**config.mk**
```make
export PLATFORM = sky130hd
export DESIGN_NAME = edge_flag_edge_rasterizer
export DESIGN_NICKNAME = d
export VERILOG_FILES = /design/src/design/efr_pkg.sv /design/src/design/efr_div.sv /design/src/design/efr_dp.sv /design/src/design/efr_ctrl.sv /design/src/design/edge_flag_edge_rasterizer.sv
export VERILOG_INCLUDE_DIRS = /design/src /design/src/design
export SDC_FILE = /design/constraint.sdc
export NUM_CORES = 2
export LEC_CHECK = 0
export BUFFER_PORTS_ARGS = -buffer_cell sky130_fd_sc_hd__buf_4
export CORE_ASPECT_RATIO = 1.1
export CORE_MARGIN = 5
export CORE_UTILIZATION = 60
export DETAILED_ROUTE_END_ITERATION = 10
export PLACE_DENSITY_LB_ADDON = 0.2
export REMOVE_ABC_BUFFERS = 1
export SLEW_MARGIN = 10
export SYNTH_ARGS = -nofsm -noshare
export SYNTH_HDL_FRONTEND = slang
export SYNTH_SLANG_ARGS = --single-unit
```
**constraint.sdc**
```tcl
create_clock -name i_clk -period 11.55 [get_ports i_clk]
set_input_delay 2.31 -clock i_clk [delete_from_list [all_inputs] [get_ports i_clk]]
set_output_delay 2.31 -clock i_clk [all_outputs]
set_load 0.1 [all_outputs]
```
**src/design/edge_flag_edge_rasterizer_assert.svh**
```systemverilog
// Assertion macros shared by the edge rasterizer modules.
// Each module that asserts has a clock named i_clk and an active-low reset i_rst_n.
`ifndef EDGE_FLAG_EDGE_RASTERIZER_ASSERT_SVH
`define EDGE_FLAG_EDGE_RASTERIZER_ASSERT_SVH

// Same-cycle implication.
`define EFR_ASSERT_IMP(lbl, ante, cons, msg) \
    lbl: assert property (@(posedge i_clk) disable iff (!i_rst_n) (ante) |-> (cons)) \
        else $error(msg);

// Next-cycle implication.
`define EFR_ASSERT_NXT(lbl, ante, cons, msg) \
    lbl: assert property (@(posedge i_clk) disable iff (!i_rst_n) (ante) |=> (cons)) \
        else $error(msg);

`endif

```
**src/design/efr_pkg.sv**
```systemverilog
`timescale 1ns / 1ps
`default_nettype none

package efr_pkg;

    localparam int COORD_W     = 15;
    localparam int PIX_W       = 12;
    localparam int ROW_W       = 16;
    localparam int X_W         = 18;
    localparam int DIV_W       = 32;
    localparam int DIV_CNT_W   = $clog2(DIV_W);
    localparam int DEN_W       = 20;
    localparam int DEF_MAX_RUN = 64;
    localparam int PADDR_W     = 3;
    localparam int PDATA_W     = 32;

    localparam logic [0:0] REG_AA_MODE = 1'b0;

    typedef struct packed {
        logic [COORD_W-1:0] ax;
        logic [COORD_W-1:0] ay;
        logic [COORD_W-1:0] bx;
        logic [COORD_W-1:0] by;
    } t_in_item;

    typedef struct packed {
        logic [PIX_W-1:0] pixel_x;
        logic [PIX_W-1:0] pixel_y;
        logic [2:0]       flag_bit;
        logic             last;
        logic             clipped;
    } t_out_item;

    typedef struct packed {
        logic in_ready;
        logic set1;
        logic set2;
        logic set3;
        logic div_start;
        logic div_sel;
        logic walk;
    } t_cmd;

    typedef struct packed {
        logic no_rows;
        logic div_done;
        logic emit_last;
    } t_sts;

    // Subpixel column offset applied to each of the eight subrows.
    function automatic logic [2:0] jitter(input logic [2:0] sub);
        logic [2:0] res;
        case (sub)
            3'd0:    res = 3'd2;
            3'd1:    res = 3'd7;
            3'd2:    res = 3'd4;
            3'd3:    res = 3'd1;
            3'd4:    res = 3'd6;
            3'd5:    res = 3'd3;
            3'd6:    res = 3'd0;
            default: res = 3'd5;
        endcase
        return res;
    endfunction

endpackage

`default_nettype wire

```
**src/design/efr_div.sv**
```systemverilog
`timescale 1ns / 1ps
`default_nettype none
`include "edge_flag_edge_rasterizer_assert.svh"

module efr_div
    import efr_pkg::*;
(
    input  wire logic                    i_clk,
    input  wire logic                    i_rst_n,
    input  wire logic                    i_start,
    input  wire logic signed [DIV_W-1:0] i_num,
    input  wire logic [DEN_W-1:0]        i_den,
    output logic                         o_done,
    output logic signed [DIV_W-1:0]      o_quo,
    output logic [DEN_W-1:0]             o_rem
);

    logic                 r_busy;
    logic                 r_done;
    logic [DIV_CNT_W-1:0] r_cnt;
    logic                 r_neg;
    logic [DEN_W-1:0]     r_den;
    logic [DEN_W-1:0]     r_rem;
    logic [DIV_W-1:0]     r_quo;

    logic [DEN_W:0]       rem_sh;
    logic [DEN_W:0]       rem_diff;
    logic                 ge;
    logic [DIV_W-1:0]     mag;
    logic                 rem_nz;

    // The quotient register starts with the dividend magnitude; its top bit
    // shifts into the partial remainder while quotient bits fill from below.
    assign mag      = i_num[DIV_W-1] ? (~i_num + DIV_W'(1)) : i_num;
    assign rem_sh   = {r_rem, r_quo[DIV_W-1]};
    assign rem_diff = rem_sh - {1'b0, r_den};
    assign ge       = rem_sh >= {1'b0, r_den};

    always_ff @(posedge i_clk) begin
        if (!i_rst_n) begin
            r_busy <= 1'b0;
            r_done <= 1'b0;
            r_cnt  <= '0;
        end else begin
            r_done <= 1'b0;
            if (i_start) begin
                r_busy <= 1'b1;
                r_cnt  <= '0;
            end else if (r_busy) begin
                r_cnt <= r_cnt + DIV_CNT_W'(1);
                if (r_cnt == DIV_CNT_W'(DIV_W - 1)) begin
                    r_busy <= 1'b0;
                    r_done <= 1'b1;
                end
            end
        end
    end

    always_ff @(posedge i_clk) begin
        if (i_start) begin
            r_neg <= i_num[DIV_W-1];
            r_den <= i_den;
            r_rem <= '0;
            r_quo <= mag;
        end else if (r_busy) begin
            r_rem <= ge ? rem_diff[DEN_W-1:0] : rem_sh[DEN_W-1:0];
            r_quo <= {r_quo[DIV_W-2:0], ge};
        end
    end

    // Floor correction for a negative dividend: the remainder is kept non-negative.
    assign rem_nz = (r_rem != '0);
    assign o_done = r_done;
    assign o_quo  = !r_neg ? r_quo : (rem_nz ? ~r_quo : (~r_quo + DIV_W'(1)));
    assign o_rem  = (r_neg && rem_nz) ? (r_den - r_rem) : r_rem;

    `EFR_ASSERT_IMP(a_start_idle, i_start, !r_busy, "divider started while busy")
    `EFR_ASSERT_NXT(a_start_busy, i_start, r_busy, "divider did not start")
    `EFR_ASSERT_IMP(a_rem_range, o_done, (!r_busy) && (o_rem < r_den), "remainder out of range")

endmodule

`default_nettype wire

```
**src/design/efr_dp.sv**
```systemverilog
`timescale 1ns / 1ps
`default_nettype none

module efr_dp
    import efr_pkg::*;
#(
    parameter int MAX_RUN = DEF_MAX_RUN
) (
    input  wire logic      i_clk,
    input  wire logic      i_rst_n,
    input  wire logic      i_aa_mode,
    input  wire t_cmd      i_cmd,
    input  wire logic      i_in_valid,
    input  wire t_in_item  i_in_item,
    input  wire logic      i_out_ready,
    output logic           o_out_valid,
    output t_out_item      o_out_item,
    output t_sts           o_sts
);

    localparam int CNT_W = $clog2(MAX_RUN + 1);
    localparam int P1_W  = 21;
    localparam int P2_W  = 2 * COORD_W;

    // Sorted endpoints and mode of the edge in flight.
    logic                     r_aa;
    logic [COORD_W-1:0]       r_tx, r_ty, r_ex, r_ey;

    // Edge set-up.
    logic [ROW_W-1:0]         r_row, r_erow;
    logic [COORD_W-1:0]       r_dn;
    logic signed [COORD_W:0]  r_dm;
    logic [3:0]               r_off;
    logic [DEN_W-1:0]         r_den;
    logic signed [P1_W-1:0]   r_p1;
    logic [P2_W-1:0]          r_p2;
    logic signed [DIV_W-1:0]  r_num;
    logic [CNT_W-1:0]         r_left;
    logic                     r_clip;

    // Walker.
    logic signed [X_W-1:0]    r_x, r_xstep;
    logic [DEN_W-1:0]         r_err, r_rstep;

    logic                     r_out_valid;
    t_out_item                r_out_item;

    logic                     accept;
    logic                     b_top;
    logic [ROW_W-1:0]         ty_up, ey_up, height;
    logic                     div_done;
    logic signed [DIV_W-1:0]  div_quo;
    logic [DEN_W-1:0]         div_rem;
    logic signed [DIV_W-1:0]  div_num;
    logic [DEN_W-1:0]         div_den;
    logic                     emit;
    logic [DEN_W:0]           err_sum;
    logic                     wrap;
    logic [2:0]               sub;
    logic [X_W-1:0]           xj;
    t_out_item                item_c;

    assign accept = i_cmd.in_ready && i_in_valid;
    // On equal y the first endpoint stays on top.
    assign b_top  = i_in_item.ay > i_in_item.by;

    always_ff @(posedge i_clk) begin
        if (accept) begin
            r_aa <= i_aa_mode;
            r_tx <= b_top ? i_in_item.bx : i_in_item.ax;
            r_ty <= b_top ? i_in_item.by : i_in_item.ay;
            r_ex <= b_top ? i_in_item.ax : i_in_item.bx;
            r_ey <= b_top ? i_in_item.ay : i_in_item.by;
        end
    end

    // Row ceilings at scale 2 (antialiased) or 16 (black and white).
    always_comb begin
        if (r_aa) begin
            ty_up = ({1'b0, r_ty} + ROW_W'(1)) >> 1;
            ey_up = ({1'b0, r_ey} + ROW_W'(1)) >> 1;
        end else begin
            ty_up = ({1'b0, r_ty} + ROW_W'(15)) >> 4;
            ey_up = ({1'b0, r_ey} + ROW_W'(15)) >> 4;
        end
    end

    assign height = r_erow - r_row;

    assign emit    = i_cmd.walk && (!r_out_valid || i_out_ready);

    always_ff @(posedge i_clk) begin
        if (i_cmd.set1) begin
            r_row  <= ty_up;
            r_erow <= ey_up;
            r_dn   <= r_ey - r_ty;
            r_dm   <= $signed({1'b0, r_ex}) - $signed({1'b0, r_tx});
            // Distance from the top endpoint down to the first sampled row.
            r_off  <= r_aa ? {3'b000, r_ty[0]} : (4'd0 - r_ty[3:0]);
        end else if (emit) begin
            r_row  <= r_row + ROW_W'(1);
        end
        if (i_cmd.set2) begin
            r_den  <= r_aa ? {4'b0000, r_dn, 1'b0} : {1'b0, r_dn, 4'b0000};
            r_p1   <= P1_W'(r_dm) * $signed({{(P1_W - 4){1'b0}}, r_off});
            r_p2   <= r_dn * r_tx;
            r_clip <= height > ROW_W'(MAX_RUN);
            r_left <= (height > ROW_W'(MAX_RUN)) ? CNT_W'(MAX_RUN) : height[CNT_W-1:0];
        end else if (emit) begin
            r_left <= r_left - CNT_W'(1);
        end
        if (i_cmd.set3) begin
            r_num <= {{(DIV_W - P1_W){r_p1[P1_W-1]}}, r_p1}
                   + {{(DIV_W - P2_W){1'b0}}, r_p2}
                   + {{(DIV_W - DEN_W){1'b0}}, r_den}
                   - DIV_W'(1);
        end
    end

    // The first division gives the start column, the second the per-row step.
    assign div_num = i_cmd.div_sel ? {{(DIV_W - COORD_W - 1){r_dm[COORD_W]}}, r_dm} : r_num;
    assign div_den = i_cmd.div_sel ? {{(DEN_W - COORD_W){1'b0}}, r_dn} : r_den;

    efr_div u_div (
        .i_clk   (i_clk),
        .i_rst_n (i_rst_n),
        .i_start (i_cmd.div_start),
        .i_num   (div_num),
        .i_den   (div_den),
        .o_done  (div_done),
        .o_quo   (div_quo),
        .o_rem   (div_rem)
    );

    assign err_sum = {1'b0, r_err} + {1'b0, r_rstep};
    assign wrap    = err_sum >= {1'b0, r_den};

    always_ff @(posedge i_clk) begin
        if (div_done && !i_cmd.div_sel) begin
            r_x   <= div_quo[X_W-1:0];
            r_err <= div_rem;
        end else if (emit) begin
            r_x   <= r_x + r_xstep + {{(X_W - 1){1'b0}}, wrap};
            r_err <= wrap ? err_sum[DEN_W-1:0] - r_den : err_sum[DEN_W-1:0];
        end
        if (div_done && i_cmd.div_sel) begin
            r_xstep <= div_quo[X_W-1:0];
            // The step remainder is scaled back to the row denominator.
            r_rstep <= r_aa ? {div_rem[DEN_W-2:0], 1'b0} : {div_rem[DEN_W-5:0], 4'b0000};
        end
    end

    assign sub = r_row[2:0];
    assign xj  = r_x + {{(X_W - 3){1'b0}}, jitter(sub)};

    always_comb begin
        if (r_aa) begin
            item_c.pixel_x  = xj[PIX_W+2:3];
            item_c.pixel_y  = r_row[PIX_W+2:3];
            item_c.flag_bit = sub;
        end else begin
            item_c.pixel_x  = r_x[PIX_W-1:0];
            item_c.pixel_y  = r_row[PIX_W-1:0];
            item_c.flag_bit = r_x[2:0];
        end
        item_c.last    = (r_left == CNT_W'(1));
        item_c.clipped = r_clip;
    end

    always_ff @(posedge i_clk) begin
        if (!i_rst_n) begin
            r_out_valid <= 1'b0;
        end else if (emit) begin
            r_out_valid <= 1'b1;
        end else if (i_out_ready) begin
            r_out_valid <= 1'b0;
        end
    end

    always_ff @(posedge i_clk) begin
        if (emit) begin
            r_out_item <= item_c;
        end
    end

    assign o_out_valid     = r_out_valid;
    assign o_out_item      = r_out_item;
    assign o_sts.no_rows   = (r_erow == r_row);
    assign o_sts.div_done  = div_done;
    assign o_sts.emit_last = emit && (r_left == CNT_W'(1));

endmodule

`default_nettype wire

```
**src/design/efr_ctrl.sv**
```systemverilog
`timescale 1ns / 1ps
`default_nettype none
`include "edge_flag_edge_rasterizer_assert.svh"

module efr_ctrl
    import efr_pkg::*;
(
    input  wire logic i_clk,
    input  wire logic i_rst_n,
    input  wire logic i_in_valid,
    input  wire t_sts i_sts,
    output t_cmd      o_cmd
);

    typedef enum logic [2:0] {
        S_IDLE,
        S_SET1,
        S_SET2,
        S_SET3,
        S_DIV1,
        S_DIV2,
        S_WALK
    } t_state;

    t_state r_state, n_state;
    t_cmd   r_cmd, n_cmd;

    always_comb begin
        n_state = r_state;
        unique case (r_state)
            S_IDLE: begin
                if (i_in_valid) n_state = S_SET1;
            end
            S_SET1: n_state = S_SET2;
            // An edge that starts and ends in the same row gives no results.
            S_SET2: n_state = i_sts.no_rows ? S_IDLE : S_SET3;
            S_SET3: n_state = S_DIV1;
            S_DIV1: begin
                if (i_sts.div_done) n_state = S_DIV2;
            end
            S_DIV2: begin
                if (i_sts.div_done) n_state = S_WALK;
            end
            S_WALK: begin
                if (i_sts.emit_last) n_state = S_IDLE;
            end
            default: n_state = S_IDLE;
        endcase

        // Commands are registered, so they are derived from the next state.
        n_cmd.in_ready  = (n_state == S_IDLE);
        n_cmd.set1      = (n_state == S_SET1);
        n_cmd.set2      = (n_state == S_SET2);
        n_cmd.set3      = (n_state == S_SET3);
        n_cmd.div_start = (n_state == S_DIV1 && r_state != S_DIV1)
                       || (n_state == S_DIV2 && r_state != S_DIV2);
        n_cmd.div_sel   = (n_state == S_DIV2);
        n_cmd.walk      = (n_state == S_WALK);
    end

    always_ff @(posedge i_clk) begin
        if (!i_rst_n) begin
            r_state <= S_IDLE;
            r_cmd   <= t_cmd'{in_ready: 1'b1, default: 1'b0};
        end else begin
            r_state <= n_state;
            r_cmd   <= n_cmd;
        end
    end

    assign o_cmd = r_cmd;

    `EFR_ASSERT_IMP(a_cmd_excl, 1'b1, $onehot0({r_cmd.in_ready, r_cmd.set1, r_cmd.set2, r_cmd.set3, r_cmd.walk}), "conflicting commands")
    `EFR_ASSERT_IMP(a_div_state, i_sts.div_done, (r_state == S_DIV1) || (r_state == S_DIV2), "division finished outside a division state")
    `EFR_ASSERT_NXT(a_last_idle, i_sts.emit_last, r_cmd.in_ready && !r_cmd.walk, "walker did not stop after the last row")

endmodule

`default_nettype wire

```
**src/design/edge_flag_edge_rasterizer.sv**
```systemverilog
// Edge-flag rasterizer front end. Each input item is one polygon edge (two endpoints in
// 11.4 fixed point); the block sorts the endpoints by y, sets up the edge and emits one
// result per scanline crossed, giving the flag-buffer column, row and bit to toggle, with
// last set on the final crossing and clipped set on every crossing of an edge cut to
// MAX_RUN rows. The aa_mode register (byte address 0) selects black-and-white pixel rows
// or antialiased eighth-pixel rows with jittered offsets; it is sampled when an edge is
// accepted. Set-up steps through states SET1, SET2 and SET3 and two passes through a
// 32-step serial divider (start column, then per-row step), followed by one result per
// cycle while the output is taken; an edge that crosses no row goes idle after SET2.
// One edge is processed at a time, and the next edge is accepted while its last result
// still waits in the output register.
`timescale 1ns / 1ps
`default_nettype none

module edge_flag_edge_rasterizer
    import efr_pkg::*;
#(
    parameter int MAX_RUN = DEF_MAX_RUN
) (
    input  wire logic               i_clk,
    input  wire logic               i_rst_n,
    input  wire logic               i_in_valid,
    output logic                    o_in_ready,
    input  wire t_in_item           i_in_item,
    output logic                    o_out_valid,
    input  wire logic               i_out_ready,
    output t_out_item               o_out_item,
    input  wire logic               psel,
    input  wire logic               penable,
    input  wire logic               pwrite,
    input  wire logic [PADDR_W-1:0] paddr,
    input  wire logic [PDATA_W-1:0] pwdata,
    output logic [PDATA_W-1:0]      prdata,
    output logic                    pready
);

    logic r_aa_mode;
    t_cmd cmd;
    t_sts sts;

    always_ff @(posedge i_clk) begin
        if (!i_rst_n) begin
            r_aa_mode <= 1'b0;
        end else if (psel && penable && pwrite && paddr[2] == REG_AA_MODE) begin
            r_aa_mode <= pwdata[0];
        end
    end

    assign pready = 1'b1;
    assign prdata = (paddr[2] == REG_AA_MODE) ? {{(PDATA_W - 1){1'b0}}, r_aa_mode} : '0;

    efr_ctrl u_ctrl (
        .i_clk      (i_clk),
        .i_rst_n    (i_rst_n),
        .i_in_valid (i_in_valid),
        .i_sts      (sts),
        .o_cmd      (cmd)
    );

    efr_dp #(
        .MAX_RUN (MAX_RUN)
    ) u_dp (
        .i_clk       (i_clk),
        .i_rst_n     (i_rst_n),
        .i_aa_mode   (r_aa_mode),
        .i_cmd       (cmd),
        .i_in_valid  (i_in_valid),
        .i_in_item   (i_in_item),
        .i_out_ready (i_out_ready),
        .o_out_valid (o_out_valid),
        .o_out_item  (o_out_item),
        .o_sts       (sts)
    );

    assign o_in_ready = cmd.in_ready;

endmodule

`default_nettype wire
```
# After elaboration in Yosys (flattened, before gate mapping)
# Index checks and enable logic that the tools add are counted.
[op_classes]
n_addsub = 23
mul = 2
n_lt_le_gt_ge = 4
eq_ne = 23
mux = 43
bitwise = 5
n_reduce_logical = 26
[op_table]
columns = ["op", "n"]
rows = [
  ["2-to-1 mux 32 bit", 4],
  ["2-to-1 mux 20 bit", 6],
  ["2-to-1 mux 15 bit", 6],
  ["2-to-1 mux 18 bit", 4],
  ["2-to-1 mux 16 bit", 3],
  [">= comparator 21 x 19 -> 1 bit", 2],
  ["one-hot mux 3 bit (7 select lines)", 2],
  ["subtractor 20 x 19 -> 20 bit", 2],
  ["adder 15 x 1 -> 16 bit (second input constant)", 2],
  ["adder 15 x 4 -> 16 bit (second input constant)", 2],
  ["adder 21 x 31 -> 32 bit", 1],
  ["adder 32 x 19 -> 32 bit", 1],
  ["adder 32 x 2 -> 32 bit (second input constant)", 1],
  ["inverter 32 bit", 1],
  ["subtractor 32 x 1 -> 32 bit (second input constant)", 1],
  ["multiplier 15 x 15 -> 30 bit", 1],
  ["equality test 3 bit (second input constant)", 9],
  ["2-to-1 mux 27 bit", 1],
  ["adder 20 x 20 -> 21 bit", 1],
  ["multiplier 16 x 5 -> 21 bit", 1],
  ["2-to-1 mux 7 bit", 3],
  ["nonzero test 20 bit", 1],
  ["subtractor 19 x 20 -> 20 bit", 1],
  ["adder 18 x 1 -> 18 bit", 1],
  ["31 further kinds", 69],
]
[word_totals]
ff_bits = 434
in_bits = 102
out_inout_bits = 64

# Depth between registers and ports, before layout
[depth]
word_depth = 9
mapped_depth = 31

# Cells and area by module
# Synthesis repeated with hierarchy kept, for this count alone.
[hier_totals]
hier_cells = 4071
area_unflattened_um2 = 38941.1
[by_module_without_submodules]
columns = ["mod", "n_inst", "cells_per_inst", "area_per_inst_um2"]
rows = [
  ["efr_dp", 1, 3204, 31515.2],
  ["efr_div", 1, 783, 6631.4],
  ["efr_ctrl", 1, 44, 479.2],
  ["edge_flag_edge_rasterizer", 1, 40, 315.3],
]

# Least setup slack after synthesis
# No wires, ideal clock.
[synth_timing]
kind = "register to register"
from = "reg u_dp.r_rstep[1]"
to = "reg u_dp.r_x[14] (data pin)"
setup_ps = 270
arrival_time_ps = 6300
t_required_ps = 11280
path_slack_ps = 4980
stages_incl_launch_ff = 32
synth_period_minus_slack_ps = 6570
path_cell_list = "edfxtp_1 -> ha_1 -> fa_1 -> a211o_1 -> a2111oi_2 -> nor3_1 -> o21ai_0 -> o21bai_1 -> a211oi_1 -> nor2_1 -> ha_1 -> a21o_1 -> a21o_1 -> a2111oi_0 -> o311ai_1 -> a41oi_1 -> nand3_1 -> nor2_2 -> buf_6 -> buf_4 -> fa_1 -> fa_1 -> nor2b_1 -> o21ai_0 -> a21boi_0 -> o21ai_0 -> a21boi_0 -> o21ai_0 -> a21oi_1 -> o41ai_1 -> xnor2_1 -> a21oi_1"
[synth_between]
elab_chain_cells = 5
[synth_rtl]
columns = ["element", "line_no", "rtl"]
rows = [
  ["from (decl)", "efr_dp.sv:43", "logic [DEN_W-1:0] r_err, r_rstep;"],
  ["from (signal assigned)", "efr_dp.sv:149", "r_rstep <= r_aa ? {div_rem[DEN_W-2:0], 1'b0} : {div_rem[DEN_W-5:0], 4'b0000};"],
  ["adder 20 x 20 -> 21 bit", "efr_dp.sv:135", "assign err_sum = {1'b0, r_err} + {1'b0, r_rstep};"],
  [">= comparator 21 x 19 -> 1 bit", "efr_dp.sv:136", "assign wrap = err_sum >= {1'b0, r_den};"],
  ["adder 18 x 1 -> 18 bit", "efr_dp.sv:143", "r_x <= r_x + r_xstep + {{(X_W - 1){1'b0}}, wrap};"],
  ["2-to-1 mux 18 bit", "efr_dp.sv:142", "end else if (emit) begin"],
  ["2-to-1 mux 18 bit", "efr_dp.sv:139", "if (div_done && !i_cmd.div_sel) begin"],
  ["to (signal assigned)", "efr_dp.sv:140", "r_x <= div_quo[X_W-1:0];"],
  ["to (signal assigned)", "efr_dp.sv:143", ""],
  ["to (decl)", "efr_dp.sv:42", "logic signed [X_W-1:0] r_x, r_xstep;"],
]
# Every way passes these cells. The select of a mux whose other input is x is not followed.
# A chain may end at the register's enable or synchronous reset.

# Worst setup path after layout
# Same ends and word-level chain as after synthesis.

==> impl_results.md <==
- Multi-input gate area: roughly 0.023 mm2
- First-pass GRT wire length: 134 mm
- Antenna diodes: 0
- Critical path's largest stage delay: 0.60 ns
- Compound-Gate Fraction of Synth Area: around an eighth
- R2r startpoint: u_dp.r_rstep[1]$_SDFFCE_PN0P_
- Initial antenna violation count: 0
- Flop2flop setup slack: approximately 3.4 ns
- PD cells: about 310 mW/mm2
- Worst Reg-to-Reg Cells: 30
- CTS buffer count: 46
- Drt total wl: approximately 80 mm
- FF-to-FF End: u_dp.r_x[14]$_DFFE_PP_
- Final instance area: between 0.04 and 0.05 mm2
- Total track usage: a little under a quarter
- Post-synthesis mux area share: under 10%
- Worst path required time: roughly 12 ns
- Hold slack: around 0.43 ns
- Final hold violation count: 0
- Hold worst-path end: u_dp.o_out_item[0]$_DFFE_PP_
- Crit path max fanout: 29
- GR peak layer: met2
- Num rows: between 90 and 100
- Placed Area: 0.0396 mm2
- Layout area overhead: 7.36%
- CTS H-tree lvls: 2
- Synth area leader: edfxtp_1
- Register Area: 0.0124 mm2
- Number of fill cells: slightly above 5000
- Fin. max-slew vios: 0
- Clk_lat worst skew: about 0.60 ns
- Post-DRT Antenna Nets: 0
- Worst-Margin Slew: between 1 and 1.5 ns
- Synth cell types: 88
- Synth Flop Type: edfxtp_1
- Via density: around 5.6
- GR met3 Demand/Resource: 2.54%
- First-pass detailed-route iteration total: 5
- Most instantiated cells after synthesis: inv_1 (572), edfxtp_1 (386), ha_1 (368), nand2_1 (326), nor2_1 (253)
- Worst ir drop on vdd: around 0.00047 V
- M2 GR Usage: between 40% and 50%
- Die width: ~250 um
- Synthesized area per cell: between 9 and 10 um2
- Post-CTS sizing: 0
- Starting Density: 60.3%
- Yosys top cell area share: 30.3%
- Layout cells sized above 1: under 10%
- Dpl hpwl: about 63 mm
- Maxcap violations: 0
- Max Freq: between 100 and 150 MHz
- CTS tree: done
- Critical path type: register to register
- Initial drt markers: ~1700
- Slew margin rel.: 18.1%
- Met1 GRT Util: about a third
- Mapped Cells: 3985
- Synth Area in Adders: around a quarter
- Largest net degree at the start of global routing: between 100 and 150
- Sequential cell area fraction in the yosys report: about a third
- IO Port Bufs: 100
- Bufs on Longest Clock Path: 3
- Vias in the first global route: ~27000
- Asr flop ratio synth: 0%
- GRT overflow: 0
- Xor/xnor cell area share of the yosys netlist: around 6.1%
- Hold Buf Count CTS: 0
- Clock Root Buffer: clkbuf_16
- Crit path max-delay cell type: a2111oi_0
- Synth top area cells: edfxtp_1 (30%), ha_1 (12%), fa_1 (12%)
- Final Critical Period: between 8 and 9 ns
- Status: finished clean
- Hold_sp: u_dp.r_clip$_DFFE_PP_
- Hold path depth: 0
- Pwr Total: 0.0129 W
- Final setup TNS: 0 ns
- Synth warn: 0
- Mapped Area: around 0.038 mm2
- Floorplan core area: 0.0635 mm2
- Crit path top cell by count: o21ai_0
- Simple-gate share of the synthesized area: between 10% and 20%
- Final Skew: about 0.022 ns
- #FFs+latches synth: between 400 and 500
- Post-synth EDFFs: approximately 390
- Largest family of logic cells by synthesized area: adder cells
- Leakage power: around 18 nW
- CP Capture Type: register
- Vias: 27600
- Hold Path Class: register to register
- Final period util: 70.3%
- DR DRC count: 0
- Crit path DAT: roughly 8.4 ns
- Final setup violation count: 0
- Critical Path Start Type: register
- Ports placed on the boundary: between 150 and 200
- Die height: 275 um
- RSZ-0062 raised after global routing: no
- WL per Instance: 16.6 um
- Nets@finish: ~4700
- Routability cong.: 0.938
- Post-CTS Setup Bufs: 0
- Die Area: around 0.07 mm2
- Clk sinks: 425
- Clk slew on worst S/H paths: about 0.06 ns
- Top-count cell post-synth: inv_1
==> critical path: cells and delay by family (launching register included) <==
family | cells | cell delay [ns]
AOI/OAI and AO/OA | 18 | 4.76
xor gates and xnor gates | 1 | 0.17
adders and majority gates | 5 | 1.48
and+or+nand+nor | 5 | 0.68
buffers and inverters | 1 | 0.34
DFF | 1 | 0.36
==> metrics by stage <==
| stage | instances | utilization (%) | setup slack [ns] |
|---|---|---|---|
| final | 4906 | 64.7 | 3.43 |
| after global routing | 4906 | 64.7 | 2.80 |
| after CTS | 4906 | 64.7 | 3.58 |
| after detailed placement | 4822 | 62.4 | 3.62 |
| after global placement | 4822 | 62.4 | 3.86 |
| after floorplan | 3865 | - | 4.50 |
==> cell families after synthesis <==
logic type / Yosys count
AND/OR/NAND/NOR: 1112
buffers and inverters: 725
AO/OA/AOI/OAI: 719
adder cells (fa/ha/maj): 597
flip-flops: 425
XOR/XNOR: 268
multiplexers: 137
other: 2
==> state kept, by name (all words and copies together) (netlist names), 15 cells and up <==
name and flops:
u_dp.o_out_item 29, u_dp.r_den 18, u_dp.r_dm 16, u_dp.r_dn 15, u_dp.r_erow 15, u_dp.r_err 20, u_dp.r_ex 15, u_dp.r_ey 15
u_dp.r_num 32, u_dp.r_p1 21, u_dp.r_p2 30, u_dp.r_row 16, u_dp.r_rstep 19, u_dp.r_tx 15, u_dp.r_ty 15, u_dp.r_x 15
u_dp.r_xstep 15, u_dp.u_div.r_den 19, u_dp.u_div.r_quo 32, u_dp.u_div.r_rem 20
==> worst max path at each step <==
stage / to / slack [ns] / start / cells past startpoint
6_report: u_dp.r_x[14]$_DFFE_PP_ / 3.43 / u_dp.r_rstep[1]$_SDFFCE_PN0P_ / 30
5_1_grt: u_dp.r_x[14]$_DFFE_PP_ / 2.80 / u_dp.r_rstep[1]$_SDFFCE_PN0P_ / 30
4_1_cts: u_dp.r_x[14]$_DFFE_PP_ / 3.58 / u_dp.r_rstep[1]$_SDFFCE_PN0P_ / 30
3_5_place_dp: u_dp.r_x[14]$_DFFE_PP_ / 3.62 / u_dp.r_rstep[1]$_SDFFCE_PN0P_ / 30
3_3_place_gp: u_dp.r_x[14]$_DFFE_PP_ / 3.86 / u_dp.r_rstep[1]$_SDFFCE_PN0P_ / 30
2_1_floorplan: u_dp.r_x[14]$_DFFE_PP_ / 4.50 / u_dp.r_rstep[1]$_SDFFCE_PN0P_ / 29
==> area by class of cell <==
cell class	instances	share of cell area [%]
clock inverters	22	0.561
inverters	575	5.26
well taps	841	2.56
flip-flops and latches	425	30.1
multi-input cells	2865	56.3
clock buffers	62	3.00
repair buffers	116	2.15
==> layout by cell type, fill, tap and decap left out, types with 25 or more instances in the layout <==
master / n
and2_1: 186
and3_1: 26
mux2i_1: 47
o211ai_1: 29
a211oi_1: 34
o21a_1: 25
inv_1: 572
nand3_1: 58
conb_1: 32
nor3_1: 71
clkbuf_16: 46
buf_4: 115
dfxtp_1: 35
fa_1: 229
o21ai_0: 186
edfxtp_1: 386
xnor2_1: 177
mux2_2: 90
a21o_1: 58
a21oi_1: 194
nor2_1: 253
nand2_1: 325
nand2b_1: 29
ha_1: 368
nand4_1: 35
nor2b_1: 47
xor2_1: 91
==> layer usage <==
layer	routed length (um)	part of all wire [%]
met1	36200	44
met2	39300	48
met3	3160	3.9
met4	2670	3.3
met5	0	0
==> report_power, final <==
group          leakage (nW)  switching, W  internal, W  total (W)
combinational          13.3       0.00488      0.00389    0.00877
sequential             3.85      0.000285      0.00240    0.00269
clock                 0.716      0.000626     0.000822    0.00145
total                  17.9       0.00579      0.00711     0.0129
Note: power is estimated with default switching activity, not from simulation.
